[src/hdl/traffic_light_roi_color_classifier_unit_macros.svh]
// ----------------------------------------------------------------------------
// Traffic light classifier assertion macros
// Shared concurrent assertion forms for the classifier RTL.
// ----------------------------------------------------------------------------
`ifndef TRAFFIC_LIGHT_ROI_COLOR_CLASSIFIER_UNIT_MACROS_SVH
`define TRAFFIC_LIGHT_ROI_COLOR_CLASSIFIER_UNIT_MACROS_SVH

// Same-cycle implication, checked outside reset
`define TLRC_ASSERT_SAME(label, clk, rst, ante, cons, msg) \
   label: assert property (@(posedge clk) disable iff (rst) (ante) |-> (cons)) \
      else $error(msg);

// Next-cycle implication, checked outside reset
`define TLRC_ASSERT_NEXT(label, clk, rst, ante, cons, msg) \
   label: assert property (@(posedge clk) disable iff (rst) (ante) |=> (cons)) \
      else $error(msg);

`endif

[src/hdl/tlrc_pkg.sv]
// ----------------------------------------------------------------------------
// Traffic light classifier package
// Widths, codes and the stage word shared by the classifier modules.
// ----------------------------------------------------------------------------
package tlrc_pkg;

   // Default coordinate width
   localparam int COORD_BITS_DEF = 12;

   // Fixed field widths
   localparam int CHAN_BITS      = 8;
   localparam int RADIUS_BITS    = 6;
   localparam int SIDE_BITS      = RADIUS_BITS + 1;
   localparam int GAP_BITS       = 8;
   localparam int WEIGHT_BITS    = 10;
   localparam int ACC_BITS       = 24;
   localparam int CLASS_BITS     = 2;
   localparam int CSR_INDEX_BITS = 3;

   // Configuration register indexes
   typedef enum logic [CSR_INDEX_BITS-1:0] {
      CSR_WINDOW_LEFT  = 3'd0,
      CSR_WINDOW_TOP   = 3'd1,
      CSR_LIGHT_RADIUS = 3'd2,
      CSR_LIGHT_GAP    = 3'd3
   } csr_index_type;

   // Light class codes
   typedef enum logic [CLASS_BITS-1:0] {
      CLASS_GREEN  = 2'd0,
      CLASS_YELLOW = 2'd1,
      CLASS_RED    = 2'd2,
      CLASS_ERROR  = 2'd3
   } light_class_type;

   // Word from the window stage to the accumulator stage
   typedef struct packed {
      logic                   last;
      logic [WEIGHT_BITS-1:0] green_w;
      logic [WEIGHT_BITS-1:0] yellow_w;
      logic [WEIGHT_BITS-1:0] red_w;
   } weigh_type;

endpackage

[src/hdl/tlrc_ifs.sv]
// ----------------------------------------------------------------------------
// Traffic light classifier channel interfaces
// Pixel request, result response and register write channels.
// ----------------------------------------------------------------------------
interface tlrc_req_if #(
   parameter int COORD_BITS = tlrc_pkg::COORD_BITS_DEF
);
   import tlrc_pkg::*;

   logic                  valid;
   logic                  ready;
   logic [COORD_BITS-1:0] pix_col;
   logic [COORD_BITS-1:0] pix_row;
   logic [CHAN_BITS-1:0]  blue;
   logic [CHAN_BITS-1:0]  green_ch;
   logic [CHAN_BITS-1:0]  red_ch;
   logic                  frame_end;

   modport source (output valid, pix_col, pix_row, blue, green_ch, red_ch, frame_end,
                   input ready);
   modport sink   (input valid, pix_col, pix_row, blue, green_ch, red_ch, frame_end,
                   output ready);
endinterface

interface tlrc_rsp_if;
   import tlrc_pkg::*;

   logic                  valid;
   logic                  ready;
   logic [CLASS_BITS-1:0] light_class;
   logic [ACC_BITS-1:0]   green_total;
   logic [ACC_BITS-1:0]   yellow_total;
   logic [ACC_BITS-1:0]   red_total;

   modport source (output valid, light_class, green_total, yellow_total, red_total,
                   input ready);
   modport sink   (input valid, light_class, green_total, yellow_total, red_total,
                   output ready);
endinterface

interface tlrc_csr_if #(
   parameter int COORD_BITS = tlrc_pkg::COORD_BITS_DEF
);
   import tlrc_pkg::*;

   logic                      valid;
   logic                      ready;
   logic [CSR_INDEX_BITS-1:0] reg_index;
   logic [COORD_BITS-1:0]     wdata;

   modport source (output valid, reg_index, wdata, input ready);
   modport sink   (input valid, reg_index, wdata, output ready);
endinterface

[src/hdl/tlrc_window_stage.sv]
// ----------------------------------------------------------------------------
// Traffic light classifier window stage
// Registers the pixel word, tests it against the three windows and forms the
// masked per-window weights into the stage output register.
// ----------------------------------------------------------------------------
module tlrc_window_stage #(
   parameter int COORD_BITS = tlrc_pkg::COORD_BITS_DEF
) (
   input  logic                             clock,
   input  logic                             reset,
   tlrc_req_if.sink                         req_port,
   input  logic [COORD_BITS-1:0]            window_left,
   input  logic [COORD_BITS-1:0]            window_top,
   input  logic [tlrc_pkg::RADIUS_BITS-1:0] light_radius,
   input  logic [tlrc_pkg::GAP_BITS-1:0]    light_gap,
   output tlrc_pkg::weigh_type              wt_word,
   output logic                             wt_valid,
   input  logic                             wt_take
);
   import tlrc_pkg::*;

   // Room for top + 4r + 2*gap + side without wrap
   localparam int SPAN_BITS = COORD_BITS + 3;
   localparam int GSUM_BITS = CHAN_BITS + 4;

   // Input register
   logic                  s1_valid_ff, s1_valid_in;
   logic [COORD_BITS-1:0] col_ff, row_ff;
   logic [CHAN_BITS-1:0]  blue_ff, green_ff, red_ff;
   logic                  last_ff;

   // Stage output register
   weigh_type wt_ff, wt_in;
   logic      wt_valid_ff, wt_valid_in;

   logic                 load_ok;
   logic                 req_take;
   logic [SPAN_BITS-1:0] col_x, row_x, left_x;
   logic [SPAN_BITS-1:0] red_top, yel_top, grn_top;
   logic [SIDE_BITS-1:0] side;
   logic                 col_hit, grn_hit, yel_hit, red_hit;
   logic [GSUM_BITS-1:0] b_x, g_x, r_x;
   logic [GSUM_BITS-1:0] grn_sum, yel_sum, red_sum;

   function automatic logic in_span(input logic [SPAN_BITS-1:0] v,
                                    input logic [SPAN_BITS-1:0] lo,
                                    input logic [SIDE_BITS-1:0] sd);
      logic [SPAN_BITS-1:0] diff;
      diff = v - lo;
      return (v >= lo) && (diff < {{(SPAN_BITS-SIDE_BITS){1'b0}}, sd});
   endfunction

   // Handshake: stage output frees when empty or taken downstream
   assign load_ok        = !wt_valid_ff || wt_take;
   assign req_port.ready = !s1_valid_ff || load_ok;
   assign req_take       = req_port.valid && req_port.ready;

   always_comb begin
      s1_valid_in = s1_valid_ff;
      if (req_take) begin
         s1_valid_in = 1'b1;
      end else if (load_ok) begin
         s1_valid_in = 1'b0;
      end
   end

   always_ff @(posedge clock) begin
      if (reset) begin
         s1_valid_ff <= 1'b0;
      end else begin
         s1_valid_ff <= s1_valid_in;
      end
      if (req_take) begin
         col_ff   <= req_port.pix_col;
         row_ff   <= req_port.pix_row;
         blue_ff  <= req_port.blue;
         green_ff <= req_port.green_ch;
         red_ff   <= req_port.red_ch;
         last_ff  <= req_port.frame_end;
      end
   end

   // Window edges
   assign side    = {light_radius, 1'b1};
   assign col_x   = SPAN_BITS'(col_ff);
   assign row_x   = SPAN_BITS'(row_ff);
   assign left_x  = SPAN_BITS'(window_left);
   assign red_top = SPAN_BITS'(window_top);
   assign yel_top = red_top + SPAN_BITS'({light_radius, 1'b0}) + SPAN_BITS'(light_gap);
   assign grn_top = red_top + SPAN_BITS'({light_radius, 2'b00})
                  + SPAN_BITS'({light_gap, 1'b0});

   assign col_hit = in_span(col_x, left_x, side);
   assign grn_hit = col_hit && in_span(row_x, grn_top, side);
   assign yel_hit = col_hit && in_span(row_x, yel_top, side);
   assign red_hit = col_hit && in_span(row_x, red_top, side);

   // Weighted sums
   assign b_x     = GSUM_BITS'(blue_ff);
   assign g_x     = GSUM_BITS'(green_ff);
   assign r_x     = GSUM_BITS'(red_ff);
   assign grn_sum = b_x + (g_x << 3) + r_x;
   assign yel_sum = b_x + (g_x << 1) + (r_x << 1);
   assign red_sum = b_x + g_x + (r_x << 3);

   always_comb begin
      wt_in          = wt_ff;
      wt_valid_in    = wt_valid_ff;
      if (load_ok) begin
         wt_valid_in     = s1_valid_ff;
         wt_in.last      = last_ff;
         wt_in.green_w   = grn_hit ? grn_sum[WEIGHT_BITS+1:2] : '0;
         wt_in.yellow_w  = yel_hit ? yel_sum[WEIGHT_BITS:1]   : '0;
         wt_in.red_w     = red_hit ? red_sum[WEIGHT_BITS+1:2] : '0;
      end
   end

   always_ff @(posedge clock) begin
      if (reset) begin
         wt_valid_ff <= 1'b0;
      end else begin
         wt_valid_ff <= wt_valid_in;
      end
      wt_ff <= wt_in;
   end

   assign wt_word  = wt_ff;
   assign wt_valid = wt_valid_ff;

endmodule

[src/hdl/tlrc_accum_stage.sv]
// ----------------------------------------------------------------------------
// Traffic light classifier accumulator stage
// Adds window weights into three saturating totals; on the frame-end word
// classifies, loads the result register and clears the totals.
// ----------------------------------------------------------------------------
`include "traffic_light_roi_color_classifier_unit_macros.svh"

module tlrc_accum_stage (
   input  logic                clock,
   input  logic                reset,
   input  tlrc_pkg::weigh_type wt_word,
   input  logic                wt_valid,
   output logic                wt_take,
   tlrc_rsp_if.source          rsp_port
);
   import tlrc_pkg::*;

   localparam int SUM_BITS = ACC_BITS + 1;

   logic [ACC_BITS-1:0] grn_acc_ff, grn_acc_in;
   logic [ACC_BITS-1:0] yel_acc_ff, yel_acc_in;
   logic [ACC_BITS-1:0] red_acc_ff, red_acc_in;

   logic                out_valid_ff, out_valid_in;
   light_class_type     class_ff, class_in;
   logic [ACC_BITS-1:0] grn_out_ff, yel_out_ff, red_out_ff;

   logic                out_free;
   logic                emit;
   logic [SUM_BITS-1:0] grn_sum, yel_sum, red_sum;
   logic [ACC_BITS-1:0] grn_sat, yel_sat, red_sat;

   // Check terms
   logic                acc_clear;
   logic                wt_stall;
   logic                rsp_stall;
   logic                show_green;
   logic                green_leads;

   // Result register frees when empty or being taken
   assign out_free = !out_valid_ff || rsp_port.ready;
   assign wt_take  = wt_valid && (!wt_word.last || out_free);
   assign emit     = wt_take && wt_word.last;

   // Saturating adds
   assign grn_sum = SUM_BITS'(grn_acc_ff) + SUM_BITS'(wt_word.green_w);
   assign yel_sum = SUM_BITS'(yel_acc_ff) + SUM_BITS'(wt_word.yellow_w);
   assign red_sum = SUM_BITS'(red_acc_ff) + SUM_BITS'(wt_word.red_w);
   assign grn_sat = grn_sum[ACC_BITS] ? '1 : grn_sum[ACC_BITS-1:0];
   assign yel_sat = yel_sum[ACC_BITS] ? '1 : yel_sum[ACC_BITS-1:0];
   assign red_sat = red_sum[ACC_BITS] ? '1 : red_sum[ACC_BITS-1:0];

   // Accumulator next state
   always_comb begin
      grn_acc_in = grn_acc_ff;
      yel_acc_in = yel_acc_ff;
      red_acc_in = red_acc_ff;
      if (emit) begin
         grn_acc_in = '0;
         yel_acc_in = '0;
         red_acc_in = '0;
      end else if (wt_take) begin
         grn_acc_in = grn_sat;
         yel_acc_in = yel_sat;
         red_acc_in = red_sat;
      end
   end

   // Color decision on the final totals
   always_comb begin
      priority if (grn_sat > yel_sat && grn_sat > red_sat) begin
         class_in = CLASS_GREEN;
      end else if (yel_sat > red_sat && yel_sat >= grn_sat) begin
         class_in = CLASS_YELLOW;
      end else if (red_sat > yel_sat && red_sat >= grn_sat) begin
         class_in = CLASS_RED;
      end else begin
         class_in = CLASS_ERROR;
      end
   end

   always_comb begin
      out_valid_in = out_valid_ff;
      if (emit) begin
         out_valid_in = 1'b1;
      end else if (rsp_port.ready) begin
         out_valid_in = 1'b0;
      end
   end

   always_ff @(posedge clock) begin
      if (reset) begin
         grn_acc_ff   <= '0;
         yel_acc_ff   <= '0;
         red_acc_ff   <= '0;
         out_valid_ff <= 1'b0;
      end else begin
         grn_acc_ff   <= grn_acc_in;
         yel_acc_ff   <= yel_acc_in;
         red_acc_ff   <= red_acc_in;
         out_valid_ff <= out_valid_in;
      end
      if (emit) begin
         class_ff   <= class_in;
         grn_out_ff <= grn_sat;
         yel_out_ff <= yel_sat;
         red_out_ff <= red_sat;
      end
   end

   assign rsp_port.valid        = out_valid_ff;
   assign rsp_port.light_class  = class_ff;
   assign rsp_port.green_total  = grn_out_ff;
   assign rsp_port.yellow_total = yel_out_ff;
   assign rsp_port.red_total    = red_out_ff;

   // Checks
   assign acc_clear   = (grn_acc_ff == '0) && (yel_acc_ff == '0) && (red_acc_ff == '0);
   assign wt_stall    = wt_valid && !wt_take;
   assign rsp_stall   = out_valid_ff && !rsp_port.ready;
   assign show_green  = out_valid_ff && (class_ff == CLASS_GREEN);
   assign green_leads = (grn_out_ff > yel_out_ff) && (grn_out_ff > red_out_ff);

   `TLRC_ASSERT_NEXT(a_emit_shows, clock, reset, emit, out_valid_ff, "frame word lost")
   `TLRC_ASSERT_NEXT(a_emit_clears, clock, reset, emit, acc_clear, "totals not cleared")
   `TLRC_ASSERT_SAME(a_stall_cause, clock, reset, wt_stall, rsp_stall, "stalled without cause")
   `TLRC_ASSERT_SAME(a_green_wins, clock, reset, show_green, green_leads, "green class wrong")

endmodule

[src/hdl/traffic_light_roi_color_classifier_unit.sv]
// ----------------------------------------------------------------------------
// Traffic light ROI color classifier
// Sums weighted BGR pixels over three stacked windows per frame and reports
// the three totals with a green, yellow, red or error class.
//
//   channel | dir | per word
//   --------+-----+------------------------------------------------------
//   req     | in  | pixel column, row, blue, green, red, frame end
//   rsp     | out | light class, green, yellow and red totals
//   csr     | in  | register index and write data, always ready
//
// One pixel word per clock sustained while no result waits on rsp; a word passes
// an input register and a weight register, and a frame-end word then loads the
// result register. Results appear only for frame-end words.
// Reset clears the configuration registers, totals and all valid flags.
// While a result waits on rsp, a frame-end word stops in the weight register
// and req stalls once the input register fills behind it.
// ----------------------------------------------------------------------------
module traffic_light_roi_color_classifier_unit #(
   parameter int COORD_BITS = tlrc_pkg::COORD_BITS_DEF
) (
   input  logic       clock,
   input  logic       reset,
   tlrc_req_if.sink   req_port,
   tlrc_rsp_if.source rsp_port,
   tlrc_csr_if.sink   csr_port
);
   import tlrc_pkg::*;

   logic [COORD_BITS-1:0]  left_ff, left_in;
   logic [COORD_BITS-1:0]  top_ff, top_in;
   logic [RADIUS_BITS-1:0] radius_ff, radius_in;
   logic [GAP_BITS-1:0]    gap_ff, gap_in;

   weigh_type wt_word;
   logic      wt_valid;
   logic      wt_take;

   // Register writes
   assign csr_port.ready = 1'b1;

   always_comb begin
      left_in   = left_ff;
      top_in    = top_ff;
      radius_in = radius_ff;
      gap_in    = gap_ff;
      if (csr_port.valid) begin
         unique case (csr_index_type'(csr_port.reg_index))
            CSR_WINDOW_LEFT:  left_in   = csr_port.wdata;
            CSR_WINDOW_TOP:   top_in    = csr_port.wdata;
            CSR_LIGHT_RADIUS: radius_in = csr_port.wdata[RADIUS_BITS-1:0];
            CSR_LIGHT_GAP:    gap_in    = csr_port.wdata[GAP_BITS-1:0];
            default: ;
         endcase
      end
   end

   always_ff @(posedge clock) begin
      if (reset) begin
         left_ff   <= '0;
         top_ff    <= '0;
         radius_ff <= '0;
         gap_ff    <= '0;
      end else begin
         left_ff   <= left_in;
         top_ff    <= top_in;
         radius_ff <= radius_in;
         gap_ff    <= gap_in;
      end
   end

   tlrc_window_stage #(
      .COORD_BITS (COORD_BITS)
   ) u_window (
      .clock        (clock),
      .reset        (reset),
      .req_port     (req_port),
      .window_left  (left_ff),
      .window_top   (top_ff),
      .light_radius (radius_ff),
      .light_gap    (gap_ff),
      .wt_word      (wt_word),
      .wt_valid     (wt_valid),
      .wt_take      (wt_take)
   );

   tlrc_accum_stage u_accum (
      .clock    (clock),
      .reset    (reset),
      .wt_word  (wt_word),
      .wt_valid (wt_valid),
      .wt_take  (wt_take),
      .rsp_port (rsp_port)
   );

endmodule

[src/flat_wrapper.sv]
// flat-port wrapper written by rule: the top's interface ports become plain ports
module traffic_light_roi_color_classifier_unit_flat import tlrc_pkg::*;
#(
   parameter int COORD_BITS = tlrc_pkg::COORD_BITS_DEF
)
  (clock, reset, req_port_valid, req_port_pix_col, req_port_pix_row, req_port_blue, req_port_green_ch, req_port_red_ch, req_port_frame_end, req_port_ready, rsp_port_valid, rsp_port_light_class, rsp_port_green_total, rsp_port_yellow_total, rsp_port_red_total, rsp_port_ready, csr_port_valid, csr_port_reg_index, csr_port_wdata, csr_port_ready);
  tlrc_req_if #(.COORD_BITS(COORD_BITS)) req_port_i ();
  tlrc_rsp_if rsp_port_i ();
  tlrc_csr_if #(.COORD_BITS(COORD_BITS)) csr_port_i ();
  input  logic clock;
  input  logic reset;
  input wire logic [$bits(req_port_i.valid)-1:0] req_port_valid;
  input wire logic [$bits(req_port_i.pix_col)-1:0] req_port_pix_col;
  input wire logic [$bits(req_port_i.pix_row)-1:0] req_port_pix_row;
  input wire logic [$bits(req_port_i.blue)-1:0] req_port_blue;
  input wire logic [$bits(req_port_i.green_ch)-1:0] req_port_green_ch;
  input wire logic [$bits(req_port_i.red_ch)-1:0] req_port_red_ch;
  input wire logic [$bits(req_port_i.frame_end)-1:0] req_port_frame_end;
  output wire logic [$bits(req_port_i.ready)-1:0] req_port_ready;
  output wire logic [$bits(rsp_port_i.valid)-1:0] rsp_port_valid;
  output wire logic [$bits(rsp_port_i.light_class)-1:0] rsp_port_light_class;
  output wire logic [$bits(rsp_port_i.green_total)-1:0] rsp_port_green_total;
  output wire logic [$bits(rsp_port_i.yellow_total)-1:0] rsp_port_yellow_total;
  output wire logic [$bits(rsp_port_i.red_total)-1:0] rsp_port_red_total;
  input wire logic [$bits(rsp_port_i.ready)-1:0] rsp_port_ready;
  input wire logic [$bits(csr_port_i.valid)-1:0] csr_port_valid;
  input wire logic [$bits(csr_port_i.reg_index)-1:0] csr_port_reg_index;
  input wire logic [$bits(csr_port_i.wdata)-1:0] csr_port_wdata;
  output wire logic [$bits(csr_port_i.ready)-1:0] csr_port_ready;
  assign req_port_i.valid = req_port_valid;
  assign req_port_i.pix_col = req_port_pix_col;
  assign req_port_i.pix_row = req_port_pix_row;
  assign req_port_i.blue = req_port_blue;
  assign req_port_i.green_ch = req_port_green_ch;
  assign req_port_i.red_ch = req_port_red_ch;
  assign req_port_i.frame_end = req_port_frame_end;
  assign req_port_ready = req_port_i.ready;
  assign rsp_port_valid = rsp_port_i.valid;
  assign rsp_port_light_class = rsp_port_i.light_class;
  assign rsp_port_green_total = rsp_port_i.green_total;
  assign rsp_port_yellow_total = rsp_port_i.yellow_total;
  assign rsp_port_red_total = rsp_port_i.red_total;
  assign rsp_port_i.ready = rsp_port_ready;
  assign csr_port_i.valid = csr_port_valid;
  assign csr_port_i.reg_index = csr_port_reg_index;
  assign csr_port_i.wdata = csr_port_wdata;
  assign csr_port_ready = csr_port_i.ready;
  traffic_light_roi_color_classifier_unit #(.COORD_BITS(COORD_BITS)) u_core (.clock(clock), .reset(reset), .req_port(req_port_i), .rsp_port(rsp_port_i), .csr_port(csr_port_i));
endmodule
[config.mk]
export PLATFORM = sky130hd
export DESIGN_NAME = traffic_light_roi_color_classifier_unit_flat
export DESIGN_NICKNAME = d
export VERILOG_FILES = /design/src/hdl/tlrc_pkg.sv /design/src/hdl/tlrc_ifs.sv /design/src/hdl/tlrc_window_stage.sv /design/src/hdl/tlrc_accum_stage.sv /design/src/hdl/traffic_light_roi_color_classifier_unit.sv /design/src/flat_wrapper.sv
export VERILOG_INCLUDE_DIRS = /design/src /design/src/hdl
export SDC_FILE = /design/constraint.sdc
export NUM_CORES = 1
export LEC_CHECK = 0
export BUFFER_PORTS_ARGS = -buffer_cell sky130_fd_sc_hd__clkbuf_2
export CORE_MARGIN = 5
export CORE_UTILIZATION = 61
export CTS_CLUSTER_SIZE = 24
export DETAILED_ROUTE_END_ITERATION = 10
export MAX_ROUTING_LAYER = met4
export PLACE_DENSITY = 0.93
export SLEW_MARGIN = 20
export SYNTH_ARGS = -nofsm -noshare
export SYNTH_HDL_FRONTEND = slang
export SYNTH_SLANG_ARGS = --single-unit
[constraint.sdc]
create_clock -name clock -period 6.1 [get_ports clock]
set_input_delay 0.61 -clock clock [delete_from_list [all_inputs] [get_ports clock]]
set_output_delay 0.61 -clock clock [all_outputs]
set_load 0.02 [all_outputs]
Word level (Yosys, flattened, before mapping) --
Cells that the tools add are included.
Storage, ports and cells: register bits 267, bits in latches 0, RAM bits 0, ROM bits 0, logic and storage cells 98, memories 0
Cells by class: add/subtract/negate cells 17, multipliers 0, divide/modulo/power cells 0, $lt $le $gt $ge 14, eq/ne operators 3, shift-type cells 0, muxes and demuxes 9, bitwise operators 0, reduce and logical (&&, ||, !) cells 30
Operators by type and width (count):
- $gt 24x24->1 | 4
- $add 24x10->25 | 3
- $mux 24 | 3
- $lt 15x7->1 | 4
- $ge 24x24->1 | 2
- $sub 12x14->15 | 2
- $ge 12x14->1 | 2
- $sub 12x12->13 | 2
- $ge 12x12->1 | 2
- $add 13x8->14 | 1
- $add 13x9->14 | 1
- $add 12x7->13 | 1
- $add 12x8->13 | 1
- $logic_and 1x1->1 | 13
- $add 12x8->12 | 1
- $add 8x11->12 | 1
- $add 9x11->12 | 1
- $add 10x9->11 | 1
- $add 8x9->10 | 1
- $add 8x8->9 | 1
- $reduce_and 2->1 | 4
- $eq 3x2->1 const B | 2
- $mux 1 | 6
- $logic_not 1->1 | 4
- 5 further kinds | 10

Logic depth before layout (Yosys ltp) --
Gate-level depths: netlist of the first run.
depth in word-level cells 8, gate-level depth with buffers 21, mapped depth without buffers 21

Modules after synthesis --
From an unflattened synthesis of the first run, not the netlist that was laid out.
Unflattened totals: cell total of the unflattened synthesis 1944, area total of the unflattened synthesis 19140.9 um^2
By module, submodules not included:
- tlrc_accum_stage | times used 1, cells an instance 1039, area each 9756.9 um^2
- tlrc_window_stage | times used 1, cells an instance 761, area each 7798.7 um^2
- traffic_light_roi_color_classifier_unit | times used 1, cells an instance 144, area each 1585.3 um^2

Worst setup path before layout of the first run --
OpenSTA, ideal clock, no wires.
path type reg2reg, start register u_core.gap_ff[1], end register u_core.u_window.wt_ff (netlist bit u_core.u_window.wt_word[16]), data pin, setup time 0.170 ns, arrival time 4.553 ns, required time 5.930 ns, setup slack 1.377 ns, stages on the path, launching flop included 20, cells stage by stage dfxtp_1 fa_1 ha_1 inv_1 fa_1 ha_1 nor2b_1 o31ai_1 nand2_1 a21oi_1 xnor2_1 ha_1 a21oi_1 o21ai_0 a221oi_1 o211ai_1 a311o_1 a2111oi_0 nand4_1 a211oi_1
Between the ends: cells in the longest elaborated chain, start to end 5
Ends and longest elaborated chain:
- start: declaration | RTL line traffic_light_roi_color_classifier_unit.sv:33 | logic [GAP_BITS-1:0] gap_ff, gap_in;
- start signal: assignment | RTL line traffic_light_roi_color_classifier_unit.sv:68 | gap_ff <= gap_in;
- $add 13x8->14 (*) | RTL line tlrc_window_stage.sv:89 | assign yel_top = red_top + SPAN_BITS'({light_radius, 1'b0}) + SPAN_BITS'(light_gap);
- $sub 12x14->15 | RTL line tlrc_window_stage.sv:49 | diff = v - lo;
- $lt 15x7->1 | RTL line tlrc_window_stage.sv:50 | return (v >= lo) && (diff < {{(SPAN_BITS-SIDE_BITS){1'b0}}, sd});
- $logic_and 1x1->1 (*) | RTL line tlrc_window_stage.sv:50
- $logic_and 1x1->1 (*) | RTL line tlrc_window_stage.sv:95 | assign yel_hit = col_hit && in_span(row_x, yel_top, side);
- end signal: assignment | RTL line tlrc_window_stage.sv:124 | wt_ff <= wt_in;
- end: declaration | RTL line tlrc_window_stage.sv:33 | weigh_type wt_ff, wt_in;
Every way passes the cells marked *; elsewhere a longest branch is shown, timed or not. A chain may end at the register's enable or synchronous reset.

Worst setup path in the final report of the first run --
start register u_core.gap_ff[1], end register u_core.u_window.wt_ff (netlist bit u_core.u_window.wt_word[13]), data pin
Same word-level chain as after synthesis.

==> summary.log, run 1 <==
qor: routing.ant_nets 0
qor: timing.report.final.slew_viol_count 0
qor: place.port_buffers 144
qor: timing.setup_viol_count_final 0
qor: hold_path.min_from req_port_blue[3]
qor: hold_path.whs_endpoint u_core.u_window.blue_ff[3]
qor: setup_path.worst_path_dominant_cell_family compound AO/OA/AOI/OAI gates
qor: routing.first_pass_iters 5
qor: timing.fin_setup_tns 0 ps
qor: routing.post_drt_wl_per_cell 18.46 um
qor: logic_synthesis.synth.yosys.warnings 0
qor: global_route.global_route_wire_length_before_repair 72980 um
qor: cts.worst_skew_pair.late_latency 580 ps
qor: die.core_ar 29480 um2
qor: setup_path.worstPathBufferInverterCount 1
qor: logic_synthesis.synth_cells 1910
qor: timing.period_minus_slack 5424 ps
qor: job.drv_cap 0
qor: routing.initialDrtViolationCount 1369
qor: cts.cts_inserted_buffers 28
qor: timing.final-hold-violation-count 0
qor: timing.grt_setup_unrepaired false
qor: layout.drive_above_1_share 11.15%
qor: setup_path.worst-path-max-fanout 10
qor: logic_synthesis.number_of_flops_mapped_to_enable_cells_by_yosys 154
qor: die.pin_count 146
qor: setup_path.timing.critical_path.arrival 5820 ps
qor: logic_synthesis.synthesis.area_per_instance 9.461 um2
qor: layout.regArea 6887 um2
qor: global_route.grt_util_met2 46.39%
qor: power_and_ir_drop.cellPowerDensity 233.8 nW/um2
qor: setup_path.reg2reg_from u_core.gap_ff[1]
qor: routing.remaining_drc_errors 0
qor: setup_path.critical_path.reg2reg.endpoint u_core.u_window.wt_word[13]
qor: layout.multi_input_comb_area 10500 um2
qor: global_route.grt_antenna_before_repair 0
qor: setup_path.crit_type flip-flop to flip-flop
qor: layout.diodes 0
qor: setup_path.timing.critical_path.slowest_cell_delay 570 ps
qor: logic_synthesis.ys_seq_area_share 38.11%
qor: setup_path.crit_path_top_delay_cell fa_1
qor: timing.top_achievable_clock_speed 184.4 MHz
qor: setup_path.path_cells fa_1 -> ha_1 -> inv_1 -> fa_1 -> ha_1 -> nor2b_1 -> o31ai_1 -> nand2_1 -> a21oi_1 -> xnor2_1 -> ha_1 -> a21oi_1 -> o21ai_0 -> a221oi_1 -> o211ai_1 -> a311o_1 -> a2111oi_0 -> nand4_1 -> nor3_1
qor: cts.htreeDepth 1
qor: global_route.m3_gr_usage 3.149%
qor: global_route.global_route.usage.total 27.35%
qor: setup_path.reg2regPathDepth 19
qor: logic_synthesis.synth_nets 2239
qor: cts.cts-root-buf clkbuf_16
qor: layout.area_growth_from_synthesis_to_layout 11.42%
qor: setup_path.rrSetupSlack 680 ps
qor: layout.final_core_utilization 68.30%
qor: cts.ctsLongestPathBuffers 3
qor: timing.min_period_over_period 88.92%
qor: cts.tritoncts yes
qor: power_and_ir_drop.highest_ir_drop_seen_on_vdd 0.0002429 V
qor: timing.worst_clock_skew 27.53 ps
qor: hold_path.hold_class input port to flip-flop
qor: die.floorplan.initialDensity 61.30%
qor: cts.post-cts-setup-buffer-count 0
qor: logic_synthesis.yosys_most_used_dff edfxtp_1
qor: hold_path.hold-path-cell-count 1
qor: logic_synthesis.mappedNetlistArea 18070 um2
qor: global_route.grt_util_met1 32.62%
qor: setup_path.end_kind flip-flop
qor: run_status.run_status finished, final reports clean
qor: layout.fillers 2113
qor: logic_synthesis.yosysUniqueCellTypes 73
qor: setup_path.required 6500 ps
qor: die.dieWidth 182.1 um
qor: global_route.globalRoute.totalOverflow 0
qor: setup_path.worst_path_most_repeated_cell ha_1
qor: routing.routed_via_density 6.208
qor: setup_path.cp_num_cells 19
qor: place.gp_routability_congestion 0.9982
qor: layout.most_common_cell_after_layout_fill_and_taps_aside ha_1
qor: routing.route.vias.total 15229
qor: logic_synthesis.synthArstFlopShare 0%
qor: layout.most_frequent_cells_in_the_layout ha_1 (219), nor2_1 (176), a21oi_1 (175), nand2_1 (169), edfxtp_1 (154)
qor: cts.clk_transition_reported_paths 70 ps
qor: die.placementRows 63
qor: global_route.pin_count_of_the_biggest_net_entering_global_routing 78
qor: global_route.busiest_layer met2
qor: global_route.grt_pass1_vias 14847
qor: setup_path.setup.worst_path.start_class flip-flop
qor: place.detailed_place_hpwl 34460 um
qor: die.chipHeight 182.1 um
qor: timing.tightest_pin_transition 1003 ps
qor: layout.final_net_count 2370
qor: routing.wl 45280 um
qor: cts.hold_buffers 0
qor: power_and_ir_drop.p_leak 8.928 nW
qor: cts.clock_net_sink_count 267
qor: cts.ctsResizeCount 0
qor: timing.maxSlewHeadroom 33.12%
qor: logic_synthesis.ys_seq_elements 267
qor: die.floorplan.die_area 33170 um2
==> cells in the mapped netlist (4+ instances only) <==
| cell | n | share of area, % |
|---|---|---|
| nand2_1 | 169 | 3.5 |
| o2111ai_1 | 7 | 0.34 |
| nor3_1 | 40 | 1.1 |
| mux2i_1 | 13 | 0.72 |
| a21boi_0 | 4 | 0.17 |
| o211ai_1 | 11 | 0.46 |
| and2_1 | 24 | 0.83 |
| o21bai_1 | 14 | 0.58 |
| nand2b_1 | 19 | 0.66 |
| fa_1 | 41 | 4.5 |
| nand4_1 | 29 | 1.0 |
| clkbuf_1 | 47 | 0.98 |
| nor2_1 | 176 | 3.7 |
| dfxtp_1 | 113 | 13 |
| inv_1 | 131 | 2.7 |
| nor4_1 | 4 | 0.14 |
| a31oi_1 | 24 | 0.83 |
| xor2_1 | 34 | 1.6 |
| edfxtp_1 | 154 | 26 |
| ha_1 | 219 | 15 |
| nor2b_1 | 33 | 1.1 |
| o21ai_0 | 88 | 2.4 |
| o22ai_1 | 4 | 0.14 |
| xnor2_1 | 63 | 3.1 |
| a31o_2 | 4 | 0.19 |
| and3b_1 | 4 | 0.19 |
| or3_1 | 8 | 0.28 |
| and3_1 | 28 | 0.97 |
| a211o_1 | 7 | 0.34 |
| a311oi_1 | 15 | 0.73 |
| a21o_1 | 38 | 1.6 |
| a211oi_1 | 48 | 2.0 |
| o21a_1 | 20 | 0.83 |
| a21oi_1 | 176 | 4.9 |
| o31a_1 | 6 | 0.29 |
| nand3_1 | 31 | 0.86 |
| o31ai_1 | 4 | 0.17 |
| or2_2 | 9 | 0.31 |
==> stage by stage <==
step	hold WS (ps)	std cells	power, mW	cell area, um2	setup slack, ps
final	211.8	2453	4.708	20130	675.9
after global routing	199.8	2453	4.918	20130	285.8
after CTS	197.5	2453	4.709	20130	765.6
after detailed placement	410.9	2401	2.937	19160	752.7
after global placement	405.9	2401	2.887	19160	1009
after floorplan	400.3	1910	2.703	18070	1377
==> where the power goes <==
group	switching (mW)	internal, mW	leakage [nW]	total (mW)
combinational	0.532	0.391	5.92	0.922
sequential	0.0519	1.95	2.55	2.00
clock	0.771	1.01	0.462	1.78
total	1.35	3.35	8.93	4.71
==> how the worst max path moves through the flow <==
stage                     slack (ps)                           to                start
after floorplan                 1380  u_core.u_window.wt_word[16]     u_core.gap_ff[1]
after global placement          1010  u_core.u_window.wt_word[16]     u_core.gap_ff[1]
after detailed placement         750  u_core.u_window.wt_word[13]     u_core.gap_ff[1]
after CTS                        770  u_core.u_window.wt_word[13]     u_core.gap_ff[1]
after global routing             290  u_core.u_window.wt_word[19]  u_core.radius_ff[0]
final                            680  u_core.u_window.wt_word[13]     u_core.gap_ff[1]
==> sequential cells by signal, summed over array words and instances (netlist names) <==
register / flops
u_core.u_accum.rsp_port.red_total: 24
u_core.radius_ff: 6
u_core.u_accum.rsp_port.green_total: 24
u_core.u_window.green_ff: 8
u_core.left_ff: 12
u_core.u_window.red_ff: 8
u_core.gap_ff: 8
u_core.u_window.row_ff: 12
u_core.u_accum.grn_acc_ff: 24
u_core.u_window.wt_word: 31
u_core.u_accum.rsp_port.valid: 1
u_core.u_window.wt_valid: 1
u_core.u_accum.rsp_port.light_class: 2
u_core.u_window.last_ff: 1
u_core.u_window.blue_ff: 8
u_core.top_ff: 12
u_core.u_accum.rsp_port.yellow_total: 24
u_core.u_accum.red_acc_ff: 24
u_core.u_accum.yel_acc_ff: 24
u_core.u_window.s1_valid_ff: 1
u_core.u_window.col_ff: 12
==> area by class of cell <==
cell class | count | share of cell area (%)
Timing Repair Buffer | 154 | 3.952
Clock buffer | 31 | 3.635
Tap cell | 390 | 2.424
Inverter | 131 | 2.442
Clock inverter | 21 | 1.199
Sequential cell | 267 | 34.20
Multi-Input combinational cell | 1459 | 52.14
==> layer usage <==
| layer | part of all wire (%) | vias up |
|---|---|---|
| met1 | 39 | 7125 |
| met3 | 6.9 | 170 |
| met2 | 49 | 741 |
| met5 | 0 | - |
| li1 | - | 7193 |
| met4 | 5.4 | 0 |
==> cells by family (layout without fill, tap and decap cells) <==
| kind of cell | count (synthesis) | in the layout | share of synthesized area [%] |
|---|---|---|---|
| AND/OR/NAND/NOR | 594 | 594 | 15.61 |
| AO/OA/AOI/OAI | 493 | 493 | 17.15 |
| flip-flops | 267 | 267 | 38.11 |
| adder cells (fa/ha/maj) | 260 | 260 | 19.71 |
| buffers and inverters | 184 | 337 | 3.919 |
| XOR/XNOR | 97 | 97 | 4.701 |
| multiplexers | 14 | 14 | 0.7824 |
| other | 1 | 1 | 0.02075 |
Note: power is estimated with default switching activity, not from simulation.
==> inputs of run 2 (changes only) <==
CORE_UTILIZATION = 35   (was 61)
PLACE_DENSITY = 0.63   (was 0.93)
==> run 2 against run 1 <==
Against the previous run: non-clock buffer count rose by 3; final area rose by 2.2%; wire length rose by 3.4%; total power rose by 2.4%; die area rose by 70%; combinational power fell by 1%; final cell count rose by 12%; register-to-register slack got worse by 100 ps; critical endpoint is now u_core.u_window.wt_word[16]; highest routed layer unchanged.
==> summary.log, run 2 (synthesis results as in run 1) <==
qor: setup_path.required 6520 ps [+20 ps]
qor: setup_path.crit_type flip-flop to flip-flop
qor: layout.final_core_utilization 40.20% [-28 points]
qor: layout.drive_above_1_share 11.05% [-0.097 points]
qor: cts.tritoncts yes
qor: cts.cts-root-buf clkbuf_16
qor: routing.wl 46820 um [+3.4%]
qor: power_and_ir_drop.report.power.total 4.821 mW [+2.4%]
qor: die.floorplan.die_area 56280 um2 [+70%]
qor: routing.remaining_drc_errors 0 [unchanged]
qor: global_route.grt_pass1_vias 14104 [-5.0%]
qor: timing.fin_setup_tns 0 ps [unchanged]
qor: run_status.run_status finished, final reports clean
qor: cts.ctsResizeCount 0 [unchanged]
qor: setup_path.rrSetupSlack 570 ps [-100 ps]
qor: layout.fillers 5010 [+140%]
qor: layout.number_of_flip_flops_in_the_largest_register 31 [unchanged]
qor: cts.worst_skew_pair.late_latency 590 ps [about the same]
qor: setup_path.end_kind flip-flop
qor: place.port_buffers 144 [unchanged]
qor: hold_path.hold_class input port to flip-flop
qor: cts.hold_buffers 0 [unchanged]
qor: routing.initialDrtViolationCount 993 [-27%]
qor: timing.final-hold-violation-count 0 [unchanged]
qor: layout.finalInstanceArea 20580 um2 [+2.2%]
qor: die.chipHeight 237.2 um [+30%]
qor: routing.route.vias.total 14466 [-5.0%]
qor: global_route.global_route.usage.total 16.41% [-11 points]
qor: place.detailed_place_hpwl 36550 um [+6.1%]
qor: power_and_ir_drop.p_leak 8.978 nW [+0.56%]
qor: timing.tightest_pin_transition 1049 ps [+46.20 ps]
qor: power_and_ir_drop.cellPowerDensity 234.2 nW/um2 [+0.18%]
qor: routing.post_drt_wl_per_cell 17.01 um [-7.8%]
qor: power_and_ir_drop.highest_ir_drop_seen_on_vdd 0.0001873 V [-23%]
qor: setup_path.worst-path-max-fanout 10 [unchanged]
qor: routing.first_pass_iters 5 [unchanged]
qor: routing.routed_via_density 5.257 [-15%]
qor: job.drv_cap 0 [unchanged]
qor: cts.htreeDepth 1 [unchanged]
qor: setup_path.timing.critical_path.arrival 5950 ps [+130 ps]
qor: die.pin_count 146 [unchanged]
qor: layout.area_growth_from_synthesis_to_layout 13.89%
qor: timing.min_period_over_period 90.61% [+1.7 points]
qor: timing.maxSlewHeadroom 29.78% [-3.3 points]
qor: layout.most_frequent_cells_in_the_layout ha_1 (219), nor2_1 (176), a21oi_1 (175), nand2_1 (169), edfxtp_1 (154)
qor: place.total_cell_area_at_the_placement_stage 19540 um2 [+2.0%]
qor: die.dieWidth 237.2 um [+30%]
qor: cts.cts_inserted_buffers 31 [+11%]
qor: setup_path.setup.worst_path.start_class flip-flop
qor: timing.setup_viol_count_final 0 [unchanged]
qor: die.core_ar 51200 um2 [+74%]
qor: layout.final_net_count 2376 [+0.25%]
qor: timing.worst_clock_skew 12.16 ps [-15.37 ps]
qor: cts.ctsLongestPathBuffers 3 [unchanged]
qor: cts.post-cts-setup-buffer-count 0 [unchanged]
qor: layout.most_common_cell_after_layout_fill_and_taps_aside ha_1
qor: global_route.global_route_wire_length_before_repair 74090 um [+1.5%]
qor: global_route.pin_count_of_the_biggest_net_entering_global_routing 77 [-1.3%]
qor: die.placementRows 83 [+32%]
qor: place.gp_routability_congestion 0.9088 [-9.0%]
qor: routing.ant_nets 0 [unchanged]
qor: timing.grt_setup_unrepaired false
qor: cts.clock_net_sink_count 267 [unchanged]
qor: layout.diodes 0 [unchanged]
qor: cts.clk_transition_reported_paths 60 ps [about the same]
qor: timing.period_minus_slack 5527 ps [+103.1 ps]
qor: die.floorplan.initialDensity 35.30% [-26 points]
qor: global_route.grt_antenna_before_repair 0 [unchanged]
qor: timing.top_achievable_clock_speed 180.9 MHz [-1.9%]
qor: timing.report.final.slew_viol_count 0 [unchanged]
qor: global_route.globalRoute.totalOverflow 0 [unchanged]
## run 2: cell types whose count changed in the layout (fill, tap and decap cells not counted), moves of 3 or more
cell / change
clkinv_1: +5
clkbuf_1: +4
buf_4: +3
clkbuf_16: +3
## run 2: through the flow
step | cells | hold WS (ps) | setup slack (ps)
floorplan | 1910 | 400.3 | 1377
global placement | 2694 | 412.7 | 829.7
detailed placement | 2694 | 410.7 | 686.2
CTS | 2752 | 149.3 | 655.6
global route | 2752 | 162.9 | 236.8
finish | 2752 | 191.1 | 572.8
## run 2: worst max-delay path, cell delays in order (launching register included)
cell	delay [ps]
dfxtp_1	350
fa_1	560
ha_1	170
inv_1	50
fa_1	440
ha_1	340
nor2b_1	160
o31ai_1	360
nand2_1	110
a21oi_1	190
xnor2_1	150
ha_1	270
a21oi_1	160
o21ai_0	110
a221oi_1	250
o211ai_1	150
a311o_1	290
a2111oi_0	480
nand4_1	430
a211oi_1	320
## run 2: final timing paths
check | endpoint | cells past startpoint | startpoint
max | u_core.u_window.wt_word[16] | 19 | u_core.gap_ff[1]
min | u_core.u_window.col_ff[0] | 1 | req_port_pix_col[0]
max reg2reg | u_core.u_window.wt_word[16] | 19 | u_core.gap_ff[1]
min reg2reg | u_core.u_window.wt_word[30] | 0 | u_core.u_window.last_ff
## run 2: power by group
part / internal (mW) / switching (mW) / total (mW)
combinational: 0.389 / 0.519 / 0.909
clock: 1.12 / 0.789 / 1.91
sequential: 1.95 / 0.0518 / 2.00
total: 3.46 / 1.36 / 4.82
## run 2: layer usage
metal / track usage (%) / vias to the layer above / wire, um
met3: 2.378 / 83 / 2229
met1: 20.61 / 6820 / 20480
met4: 4.111 / 0 / 1296
met2: 28.01 / 355 / 22820
met5: - / - / 0
li1: - / 7208 / -
## run 2: final cells by class
type	count	area (um2)	share of cell area, %
multi-input cells	1459	10490	50.99
clock inverters	21	231.5	1.125
repair buffers	157	818.3	3.976
flip-flops and latches	267	6887	33.46
clock buffers	37	808.3	3.927
inverters	131	491.7	2.389
well taps	680	850.8	4.134
==> inputs of run 3 (changes only) <==
BUFFER_PORTS_ARGS = -buffer_cell sky130_fd_sc_hd__buf_2   (was -buffer_cell sky130_fd_sc_hd__clkbuf_2)
CORE_ASPECT_RATIO = 0.9   (was default)
==> run 3 against run 2 <==
Against the previous run: sequential share of layout area is 0.051 points lower; critical path type unchanged; largest cell class unchanged; critical endpoint is now u_core.u_window.wt_word[28]; worst hold slack worse by 7.4 ps; largest power group unchanged; wire length is 0.96% higher.
==> summary.log, run 3 (synthesis results as in run 1) <==
qor: setup_path.crit_type flip-flop to flip-flop
qor: global_route.grt_antenna_before_repair 0 [unchanged]
qor: setup_path.critical_path.reg2reg.endpoint u_core.u_window.wt_word[28]
qor: place.port_buffers 144 [unchanged]
qor: layout.area_growth_from_synthesis_to_layout 14.06%
qor: timing.maxSlewHeadroom 30.46% [+0.68 points]
qor: routing.route.vias.total 14650 [+1.3%]
qor: timing.tightest_pin_transition 1039 ps [-10.23 ps]
qor: cts.ctsLongestPathBuffers 3 [unchanged]
qor: power_and_ir_drop.clock_power_share 40.3% [+0.7 points]
qor: power_and_ir_drop.p_leak 8.996 nW [+0.20%]
qor: setup_path.reg2reg_from u_core.gap_ff[1]
qor: hold_path.hold_class input port to flip-flop
qor: place.placedCellCount 2698 [+0.15%]
qor: layout.most_common_cell_after_layout_fill_and_taps_aside ha_1
qor: place.detailed_place_hpwl 36920 um [+1.0%]
qor: power_and_ir_drop.p_int 3.494 mW [+0.98%]
qor: timing.worst_clock_skew 26.54 ps [+14.38 ps]
qor: cts.htreeDepth 1 [unchanged]
qor: layout.drive_above_1_share 11.21% [+0.16 points]
qor: power_and_ir_drop.highest_ir_drop_seen_on_vdd 0.0002021 V [+7.9%]
qor: routing.wl 47270 um [+0.96%]
qor: layout.number_of_flip_flops_in_the_largest_register 31 [unchanged]
qor: routing.initialDrtViolationCount 782 [-21%]
qor: cts.worst_skew_pair.late_latency 610 ps [+20 ps]
qor: power_and_ir_drop.power.combinational.fraction 18.6% [-0.2 points]
qor: power_and_ir_drop.report.power.total 4.876 mW [+1.1%]
qor: die.dieWidth 249.5 um [+5.2%]
qor: power_and_ir_drop.power_switching_share 28.33% [+0.11 points]
qor: timing.period_minus_slack 5416 ps [-110.8 ps]
qor: die.pin_count 146 [unchanged]
qor: power_and_ir_drop.power_frac_seq 41.1% [-0.5 points]
qor: die.floorplan.die_area 56280 um2 [about the same]
qor: timing.min_period_over_period 88.79% [-1.8 points]
qor: cts.cts-root-buf clkbuf_16
qor: timing.final-hold-violation-count 0 [unchanged]
qor: layout.stdcell_count 2758 [+0.22%]
qor: timing.fin_setup_tns 0 ps [unchanged]
qor: die.chipHeight 225.6 um [-4.9%]
qor: layout.diodes 0 [unchanged]
qor: cts.clock_net_sink_count 267 [unchanged]
qor: routing.post_drt_wl_per_cell 17.14 um [+0.74%]
qor: place.gp_routability_congestion 0.9160 [+0.79%]
qor: global_route.pin_count_of_the_biggest_net_entering_global_routing 57 [-26%]
qor: routing.first_pass_iters 5 [unchanged]
qor: routing.ant_nets 0 [unchanged]
qor: layout.final_net_count 2374 [-0.084%]
qor: timing.report.final.slew_viol_count 0 [unchanged]
qor: hold_path.min_from req_port_green_ch[4]
qor: global_route.global_route.usage.total 16.81% [+0.40 points]
qor: cts.hold_buffers 0 [unchanged]
qor: setup_path.setup.worst_path.start_class flip-flop
qor: job.drv_cap 0 [unchanged]
qor: setup_path.worst-path-max-fanout 10 [unchanged]
qor: run_status.run_status finished, final reports clean
qor: die.core_ar 51400 um2 [+0.39%]
qor: timing.setup_viol_count_final 0 [unchanged]
qor: global_route.grt_pass1_vias 14544 [+3.1%]
qor: timing.grt_setup_unrepaired false
qor: die.floorplan.initialDensity 35.16% [-0.14 points]
qor: routing.remaining_drc_errors 0 [unchanged]
qor: timing.top_achievable_clock_speed 184.6 MHz [+2.0%]
qor: hold_path.whs_endpoint u_core.u_window.green_ff[4]
qor: hold_path.hold-path-cell-count 1 [unchanged]
qor: layout.most_frequent_cells_in_the_layout ha_1 (219), nor2_1 (176), a21oi_1 (175), nand2_1 (169), edfxtp_1 (154)
qor: setup_path.timing.critical_path.arrival 5830 ps [-120 ps]
qor: setup_path.end_kind flip-flop
qor: power_and_ir_drop.cellPowerDensity 236.5 nW/um2 [+0.98%]
qor: setup_path.required 6510 ps [about the same]
qor: global_route.globalRoute.totalOverflow 0 [unchanged]
qor: cts.cts_inserted_buffers 31 [unchanged]
qor: power_and_ir_drop.switchingPower 1.381 mW [+1.5%]
qor: setup_path.reg2regPathDepth 18 [-1]
qor: setup_path.rrSetupSlack 680 ps [+110 ps]
qor: global_route.global_route_wire_length_before_repair 75290 um [+1.6%]
qor: die.placementRows 79 [-4.8%]
qor: cts.tritoncts yes
qor: cts.clk_transition_reported_paths 60 ps [about the same]
qor: routing.routed_via_density 5.312 [+1.1%]
run 3: changes by cell type in the layout (fill, tap and decap cells not counted), moves of 2 or more:
cell | before | now
buf_2 | 0 | 144
buf_4 | 13 | 11
clkbuf_1 | 5 | 3
clkbuf_2 | 144 | 0
inv_6 | 1 | 4
run 3: timing repair:
action | CTS | global route
endpoints found under the setup margin | 0 | 1
setup buffers | 0 | 2
resized for setup | 0 | 0
run 3: power by group through the flow:
stage	Combinational (mW)	Clock, mW	Sequential (mW)
after CTS	0.903	2.02	2.00
final	0.906	1.97	2.00
after global routing	1.03	2.10	2.01
after floorplan	0.672	0	2.03
after global placement	0.866	0	2.04
after detailed placement	0.895	0	2.04
run 3: cell type report:
cell class,count,area (um2)
clock buffers,34,787.0
clock inverters,24,284.0
fillers,5047,30790
inverters,131,491.7
multi-input cells,1459,10500
flip-flops and latches,267,6887
well taps,688,860.8
repair buffers,155,803.3
run 3: metrics by stage:
stage / area [um2] / worst slack [ps] / util [%] / hold WS, ps
6_report: 20610 / 683.7 / 40.10 / 183.7
5_1_grt: 20610 / 377.9 / 40.10 / 156.9
4_1_cts: 20590 / 577.7 / 40.06 / 152.6
3_5_place_dp: 19520 / 594.1 / 37.98 / 407.2
3_3_place_gp: 19520 / 751.4 / 37.98 / 411.2
2_1_floorplan: 18070 / 1377 / - / 400.3
run 3: worst max-delay path by stage:
| stage | startpoint | to | slack, ps | cells after the start |
|---|---|---|---|---|
| after floorplan | u_core.gap_ff[1] | u_core.u_window.wt_word[16] | 1380 | 19 |
| after CTS | u_core.gap_ff[1] | u_core.u_window.wt_word[16] | 580 | 19 |
| after detailed placement | u_core.gap_ff[1] | u_core.u_window.wt_word[16] | 590 | 19 |
| after global placement | u_core.gap_ff[1] | u_core.u_window.wt_word[16] | 750 | 19 |
| after global routing | u_core.radius_ff[0] | u_core.u_window.wt_word[19] | 380 | 20 |
| final | u_core.gap_ff[1] | u_core.u_window.wt_word[28] | 680 | 18 |
run 3: layer usage:
layer | up-vias | wire (um) | track usage [%]
met5 | - | 0 | -
met4 | 0 | 1689 | 5.504
met3 | 102 | 3399 | 3.462
met2 | 449 | 21690 | 27.57
met1 | 6896 | 20490 | 20.99
li1 | 7203 | - | -
run 3: critical path, cell delays in order, from the launching register on:
cell,delay (ps)
dfxtp_1,360
fa_1,580
ha_1,190
inv_1,60
fa_1,420
xor2_1,170
ha_1,400
nand2_1,80
a21oi_1,260
nand2b_1,150
a21oi_1,80
xnor2_1,130
ha_1,290
a211oi_1,250
o221a_2,220
o2111ai_1,100
or4_1,420
or4_1,770
nor2_1,300
